===== config.mk =====
export PLATFORM = sky130hd
export DESIGN_NAME = mbd_ctrl
export DESIGN_NICKNAME = d
export VERILOG_FILES = /design/src/mbd_pkg.sv /design/src/mbd_ctrl.sv
export SDC_FILE = /design/constraint.sdc
export NUM_CORES = 1
export LEC_CHECK = 0
export BUFFER_PORTS_ARGS = -buffer_cell sky130_fd_sc_hd__buf_2
export CORE_AREA = 2 2 96 98
export DETAILED_ROUTE_END_ITERATION = 8
export DIE_AREA = 0 0 98 100
export GPL_TIMING_DRIVEN = 0
export PLACE_DENSITY = 0.57
export SYNTH_ARGS = -nofsm -noshare
export SYNTH_HDL_FRONTEND = slang
export SYNTH_SLANG_ARGS = --single-unit

===== constraint.sdc =====
create_clock -name clock -period 3.78 [get_ports clock]
set_input_delay 0.189 -clock clock [delete_from_list [all_inputs] [get_ports clock]]
set_output_delay 0.189 -clock clock [all_outputs]
set_load 0.05 [all_outputs]

===== src/mbd_pkg.sv =====
// Package: sizes, register codes and lane control type for the 2x2 mip downsampler.
`timescale 1ns / 1ps
`default_nettype none

package mbd_pkg;

   // Level size bounds and channel format
   localparam int MAX_WIDTH      = 4096;
   localparam int MAX_HEIGHT     = 2048;
   localparam int CHANNEL_BITS   = 16;

   // Fixed register widths
   localparam int WIDTH_REG_BITS  = 13;
   localparam int HEIGHT_REG_BITS = 12;
   localparam int CSR_DATA_BITS   = 13;
   localparam int CSR_INDEX_BITS  = 2;

   // Derived widths
   localparam int COL_BITS       = $clog2(MAX_WIDTH);
   localparam int ROW_BITS       = $clog2(MAX_HEIGHT);
   localparam int EFF_W_BITS     = COL_BITS + 1;
   localparam int EFF_H_BITS     = ROW_BITS + 1;
   localparam int LINE_DEPTH     = MAX_WIDTH / 2;
   localparam int LINE_ADDR_BITS = $clog2(LINE_DEPTH);
   localparam int PAIR_BITS      = CHANNEL_BITS + 1;
   localparam int SUM_BITS       = CHANNEL_BITS + 2;

   // Reset values of the size registers
   localparam logic [WIDTH_REG_BITS-1:0]  WIDTH_RESET  = WIDTH_REG_BITS'(512);
   localparam logic [HEIGHT_REG_BITS-1:0] HEIGHT_RESET = HEIGHT_REG_BITS'(256);

   // Register indexes
   localparam logic [CSR_INDEX_BITS-1:0] REG_SOURCE_WIDTH  = CSR_INDEX_BITS'(0);
   localparam logic [CSR_INDEX_BITS-1:0] REG_SOURCE_HEIGHT = CSR_INDEX_BITS'(1);

   // Per-pixel control from the position tracker to the channel lanes
   typedef struct packed {
      logic                      store_left;  // even column: latch pixel
      logic                      w_one;       // single column level
      logic                      h_one;       // single row level
      logic                      write;       // even row: park pair sum
      logic [LINE_ADDR_BITS-1:0] idx;         // line store slot
   } lane_ctl_type;

endpackage

`default_nettype wire


===== src/mbd_ctrl.sv =====
// Position tracker: size clamping, column/row counters and per-pixel decisions.
`timescale 1ns / 1ps
`default_nettype none

module mbd_ctrl import mbd_pkg::*; (
   input  wire logic                       clock,
   input  wire logic                       reset,
   input  wire logic                       accept,
   input  wire logic [WIDTH_REG_BITS-1:0]  source_width,
   input  wire logic [HEIGHT_REG_BITS-1:0] source_height,
   output lane_ctl_type                    ctl,
   output logic                            emit,
   output logic                            done
);

   logic [COL_BITS-1:0]   column_count_ff, column_count_in;
   logic [ROW_BITS-1:0]   row_count_ff, row_count_in;
   logic [EFF_W_BITS-1:0] w_eff;
   logic [EFF_H_BITS-1:0] h_eff;
   logic [COL_BITS-1:0]   half_w;
   logic [ROW_BITS-1:0]   half_h;
   logic                  col_ok, row_ok, in_block, have_pair;
   logic [EFF_W_BITS-1:0] col_next;
   logic [EFF_H_BITS-1:0] row_next;
   logic [COL_BITS-1:0]   out_w;
   logic [ROW_BITS-1:0]   out_h;
   logic [ROW_BITS-2:0]   oy;

   // Clamp sizes: zero acts as one, oversize saturates
   always_comb begin
      if (source_width == '0) begin
         w_eff = EFF_W_BITS'(1);
      end else if (source_width > WIDTH_REG_BITS'(MAX_WIDTH)) begin
         w_eff = EFF_W_BITS'(MAX_WIDTH);
      end else begin
         w_eff = source_width[EFF_W_BITS-1:0];
      end
      if (source_height == '0) begin
         h_eff = EFF_H_BITS'(1);
      end else if (source_height > HEIGHT_REG_BITS'(MAX_HEIGHT)) begin
         h_eff = EFF_H_BITS'(MAX_HEIGHT);
      end else begin
         h_eff = source_height[EFF_H_BITS-1:0];
      end
   end

   assign half_w    = w_eff[EFF_W_BITS-1:1];
   assign half_h    = h_eff[EFF_H_BITS-1:1];
   assign ctl.w_one = (w_eff == EFF_W_BITS'(1));
   assign ctl.h_one = (h_eff == EFF_H_BITS'(1));

   // Inside the area covered by whole 2x2 blocks
   assign col_ok = ctl.w_one ? (column_count_ff == '0)
                             : ({1'b0, column_count_ff[COL_BITS-1:1]} < half_w);
   assign row_ok = ctl.h_one ? (row_count_ff == '0)
                             : ({1'b0, row_count_ff[ROW_BITS-1:1]} < half_h);
   assign in_block = col_ok && row_ok;

   assign ctl.store_left = in_block && !ctl.w_one && !column_count_ff[0];
   assign have_pair      = in_block && (ctl.w_one || column_count_ff[0]);
   assign ctl.idx        = ctl.w_one ? '0 : column_count_ff[COL_BITS-1:1];
   assign ctl.write      = have_pair && !ctl.h_one && !row_count_ff[0];
   assign emit           = have_pair && (ctl.h_one || row_count_ff[0]);

   // Last block of the output level
   assign out_w = ctl.w_one ? COL_BITS'(1) : half_w;
   assign out_h = ctl.h_one ? ROW_BITS'(1) : half_h;
   assign oy    = ctl.h_one ? '0 : row_count_ff[ROW_BITS-1:1];
   assign done  = (({1'b0, ctl.idx} + COL_BITS'(1)) == out_w) &&
                  (({1'b0, oy} + ROW_BITS'(1)) == out_h);

   // Raster position advance with wrap at the level bounds
   always_comb begin
      col_next        = {1'b0, column_count_ff} + EFF_W_BITS'(1);
      row_next        = {1'b0, row_count_ff} + EFF_H_BITS'(1);
      column_count_in = column_count_ff;
      row_count_in    = row_count_ff;
      if (accept) begin
         if (col_next >= w_eff) begin
            column_count_in = '0;
            row_count_in    = (row_next >= h_eff) ? '0 : row_next[ROW_BITS-1:0];
         end else begin
            column_count_in = col_next[COL_BITS-1:0];
            if ({1'b0, row_count_ff} >= h_eff) begin
               row_count_in = '0;
            end
         end
      end
   end

   always_ff @(posedge clock) begin
      if (reset) begin
         column_count_ff <= '0;
         row_count_ff    <= '0;
      end else begin
         column_count_ff <= column_count_in;
         row_count_ff    <= row_count_in;
      end
   end

   // A pair is either parked or completed, never both
   assert property (@(posedge clock) disable iff (reset) !(ctl.write && emit))
      else $error("pair both parked and emitted");
   // Even-column latch and pair completion exclude each other
   assert property (@(posedge clock) disable iff (reset) !(ctl.store_left && have_pair))
      else $error("left latch and pair at once");
   // A completed level returns both counters to the origin
   assert property (@(posedge clock) disable iff (reset)
      accept && emit && done && (col_next >= w_eff) && (row_next >= h_eff)
      |=> column_count_ff == '0 && row_count_ff == '0)
      else $error("counters not rewound at level end");

endmodule

`default_nettype wire


==> flow_results.org <==
** Outcome
- The run finished with clean final reports.

** Synthesis
- Synth Register Bits :: 23
- Yosys attributes the largest share of cell area to sky130_fd_sc_hd__ha_1 (19%), sky130_fd_sc_hd__dfxtp_1 (13%), sky130_fd_sc_hd__o21ai_0 (5.7%).
- Number of enable flip-flop cells after synthesis :: 0
- Averaged over all synthesized cells, the footprint is 7.064 um2.
- Async set-or-reset flop fraction in the synthesized netlist :: 0%
- Synth warn :: 0
- Netlist area before placement :: 3490 um2
- Count of unique library cells instantiated by Yosys :: 55
- Dominant cell type by area after synthesis :: sky130_fd_sc_hd__ha_1
- Top flip-flop cell by instance count after synthesis :: sky130_fd_sc_hd__dfxtp_1
- The share of the Yosys chip area taken by registers is 13.19%.
- Syn nets :: 575
- Count of mapped cells out of synthesis :: 494
- Ranked by instance count, the synthesized netlist is headed by sky130_fd_sc_hd__ha_1 (53), sky130_fd_sc_hd__nand2_1 (45), sky130_fd_sc_hd__o21ai_0 (40).
- By instance count, the leading cell after synthesis is sky130_fd_sc_hd__ha_1.
- Area share of the largest cell type after synthesis :: 19.00%

** Timing
- Of the available clock period, the critical path in the final layout requires 94.24%.
- Least-Margin Pin Slew :: 0.4847 ns
- Setup violations remaining at the end of the flow were counted as 0.
- Based on the critical path, the design can be clocked at up to 280.7 MHz.
- The number of pins with negative max-slew slack in the final report is 0.
- The clock period could shrink to 3.562 ns.
- RSZ-0062 raised after global routing :: no
- Measured against its own limit, the worst slew margin works out to 67.44%.
- In the post-route analysis, the smallest setup slack over all paths is 0.2178 ns.
- The number of hold violations in the final report was 0.
- Post-route clock skew :: 0.01109 ns

** GRT
- Global routing consumed, over all layers together, 23.95% of the routing resources.
- The number of global-route vias before repair was 3785.
- For this run the aggregate overflow at the end of global routing stands at 0.
- Maximum number of pins on one net before global-route repair :: 13
- The initial antenna violation count came to 0.
- The first global-routing pass estimated 18760 um of wire.

** Placed design
- Input/output buffers :: 43
- Post-detailed-placement cell area :: 3846 um2
- Total half-perimeter wirelength after legalization and detailed placement :: 9543 um
- Final GP Congestion :: 0.9282
- Prior to clock tree synthesis, the placed netlist has a worst setup slack of -0.4314 ns.
- After detailed placement, the design holds a cell count of 648.

** Cells and area
- Post-layout net count :: 626
- Once layout is done, the placed cells without fillers occupy 3974 um2.
- Inserted Diodes :: 0
- The area growth from synthesis to layout is 13.88%.
- Final core occ :: 44.70%
- The finished layout holds 655 standard cells, fillers aside.
- Layout cell share with drive strength beyond 1 :: 15.99%

** Hold path
- The worst hold path begins at reset.
- The worst hold path belongs to the class in -> reg.
- The worst hold path was traced through 2 stages.

** Die
- Io pins :: 45
- Initial core utilization :: 39.25%
- The floorplan has 35 rows.
- Floorplan Core Area :: 8890 um2
- Die outline area :: 9800 um2
- The die is 98 um wide.
- The floorplan step set the die height to 100 um.

** Worst setup path
- By startpoint and endpoint, the worst setup path is classified as reg -> reg.
- Crit. Startpoint :: row_count_ff[0]$_SDFFE_PP0P_
- Maximum cell stage delay along the critical path :: 0.58 ns
- Required time of the critical path :: 3.99 ns
- The worst setup path is captured at a flip-flop.
- On the critical path, the stage with the largest delay is an instance of sky130_fd_sc_hd__or4_1.
- Counting cells, the worst reg-to-reg path comes to 15.
- Along the worst path, the maximum fanout reaches 10.
- Launching point of the worst reg2reg path :: row_count_ff[0]$_SDFFE_PP0P_
- Data arrival time of the worst path :: 3.78 ns
- Type of element launching the critical path :: flip-flop
- Ordered list of cells on the worst path :: ha_1, nand3_2, nor3_2, and3_1, nor2_1, or2_2, ha_1, or4_1, a21oi_1, o21a_1, o31ai_1, a31oi_2, buf_6, o21ai_0, o21ai_0

** Power
- The analysis attributes to cell leakage a power of 0.001742 uW.
- Max VDD drop :: 0.0001074 V
- Dividing total power by cell area gives a power density of 154.7 nW/um2.

** Clocking
- For this design, the CTS-stage hold fixing added 0 buffers.
- In this run the number of H-tree levels came out at 1.
- TritonCTS built the clock tree.
- Clock Path Buffers :: 2
- Clock-pin slew was measured on the worst setup and hold paths at 0.11 ns.
- Sink Count :: 23
- Buffer type at the clock tree root :: sky130_fd_sc_hd__clkbuf_8
- Buffers inserted during clock tree synthesis total 3.
- Clock latency on the worst-skew pair :: 0.29 ns

** Routing
- Detailed-route wire length :: 11850 um
- Drt first-iter violations :: 164
- The pre-antenna-repair detailed-routing pass consisted of 5 iterations.
- Vias per cell :: 5.777
- After detailed routing, the average wire length per cell comes to 18.09 um.
- DR vias :: 3784
- Once detail routing completed, the nets flagged for antenna violations numbered 0.
- After detailed routing, the number of remaining DRC violations is 0.

** Run
- Number of max-cap violations :: 0
-- registers in the layout, summed over array words and instances (netlist names) --
name             cells
column_count_ff     12
row_count_ff        11
-- routing by layer --
metal | GRT usage, % | routed length, um | vias to the layer above
met2 | 43.15 | 5760 | 135
li1 | - | - | 1894
met3 | 3.064 | 591 | 35
met5 | 0 | 0 | -
met1 | 27.80 | 4979 | 1720
met4 | 12.29 | 520 | 0
-- cell usage in the layout (no fill, tap or decap), types with 4 or more instances in the layout --
master,netlist,routed
sky130_fd_sc_hd__xor2_1,12,11
sky130_fd_sc_hd__a31oi_1,10,9
sky130_fd_sc_hd__or2_2,6,6
sky130_fd_sc_hd__o21ai_0,40,40
sky130_fd_sc_hd__nor2b_1,5,5
sky130_fd_sc_hd__o211ai_1,5,5
sky130_fd_sc_hd__nand3_1,32,31
sky130_fd_sc_hd__clkbuf_1,17,12
sky130_fd_sc_hd__and3_1,4,4
sky130_fd_sc_hd__a21o_1,6,6
sky130_fd_sc_hd__buf_4,2,5
sky130_fd_sc_hd__inv_1,24,23
sky130_fd_sc_hd__buf_2,7,50
sky130_fd_sc_hd__nor4_1,9,8
sky130_fd_sc_hd__a211o_1,4,4
sky130_fd_sc_hd__nand2_1,45,45
sky130_fd_sc_hd__a211oi_1,5,5
sky130_fd_sc_hd__o21a_1,4,4
sky130_fd_sc_hd__clkbuf_2,0,4
sky130_fd_sc_hd__xnor2_1,18,18
sky130_fd_sc_hd__and2_1,12,12
sky130_fd_sc_hd__nor3_1,7,6
sky130_fd_sc_hd__nand2b_1,22,22
sky130_fd_sc_hd__a21oi_1,27,27
sky130_fd_sc_hd__nand4_1,16,16
sky130_fd_sc_hd__dfxtp_1,23,21
sky130_fd_sc_hd__nor2_1,39,37
sky130_fd_sc_hd__ha_1,53,53
-- critical path: cells and delay by family, from the launching register on --
family                     cells  cell delay (ns)
AOI/OAI and AO/OA              6             0.93
and+or+nand+nor                6             1.49
buffers and inverters          1             0.20
adders and majority gates      2             0.43
DFF                            1             0.42
-- kinds of logic after synthesis --
| family | after synthesis | synth area share (%) |
|---|---|---|
| flops | 23 | 13.19 |
| xor+xnor | 30 | 7.530 |
| simple gates | 213 | 31.73 |
| mux | 1 | 0.2869 |
| fa+ha+maj | 53 | 19.00 |
| buf+inv | 51 | 5.988 |
| compound gates | 123 | 22.27 |
-- final timing paths --
path	slack, ns	to
setup / recovery	0.22	row_count_ff[7]$_SDFFE_PP0P_
hold reg to reg	0.58	row_count_ff[10]$_SDFFE_PP0P_
setup reg to reg	0.22	row_count_ff[7]$_SDFFE_PP0P_
hold / removal	0.15	column_count_ff[9]$_SDFFE_PP0P_
-- through the flow --
step	TNS (ns)	hold slack (ns)	total power, uW
global route	0	0.1495	646.5
global placement	-3.784	0.4451	432.2
detailed placement	-3.698	0.4567	433.2
CTS	0	0.1467	614.2
finish	0	0.1510	614.9
floorplan	0	0.2584	368.8
-- report_power, final --
group	internal, uW	total, uW	leakage (uW)	switching, uW
Combinational	68.2	184	0.00153	116
Sequential	244	248	0.000187	4.01
Clock	76.1	183	0.0000228	106
-- what timing repair did --
item                       CTS  global route
gates resized for setup      7            19
buffers inserted             0             3
pin swaps                    0             1
setup endpoints to repair   12            20
-- final cells by class --
cell class	count	area [um2]
Sequential cell	23	465.4
Tap cell	111	138.9
Clock buffer	4	45.04
Inverter	25	95.09
Buffer	26	130.1
Multi-Input combinational cell	420	2861
Timing Repair Buffer	46	237.7
Fill cell	945	4916
Power figures use the tool's default switching activity.
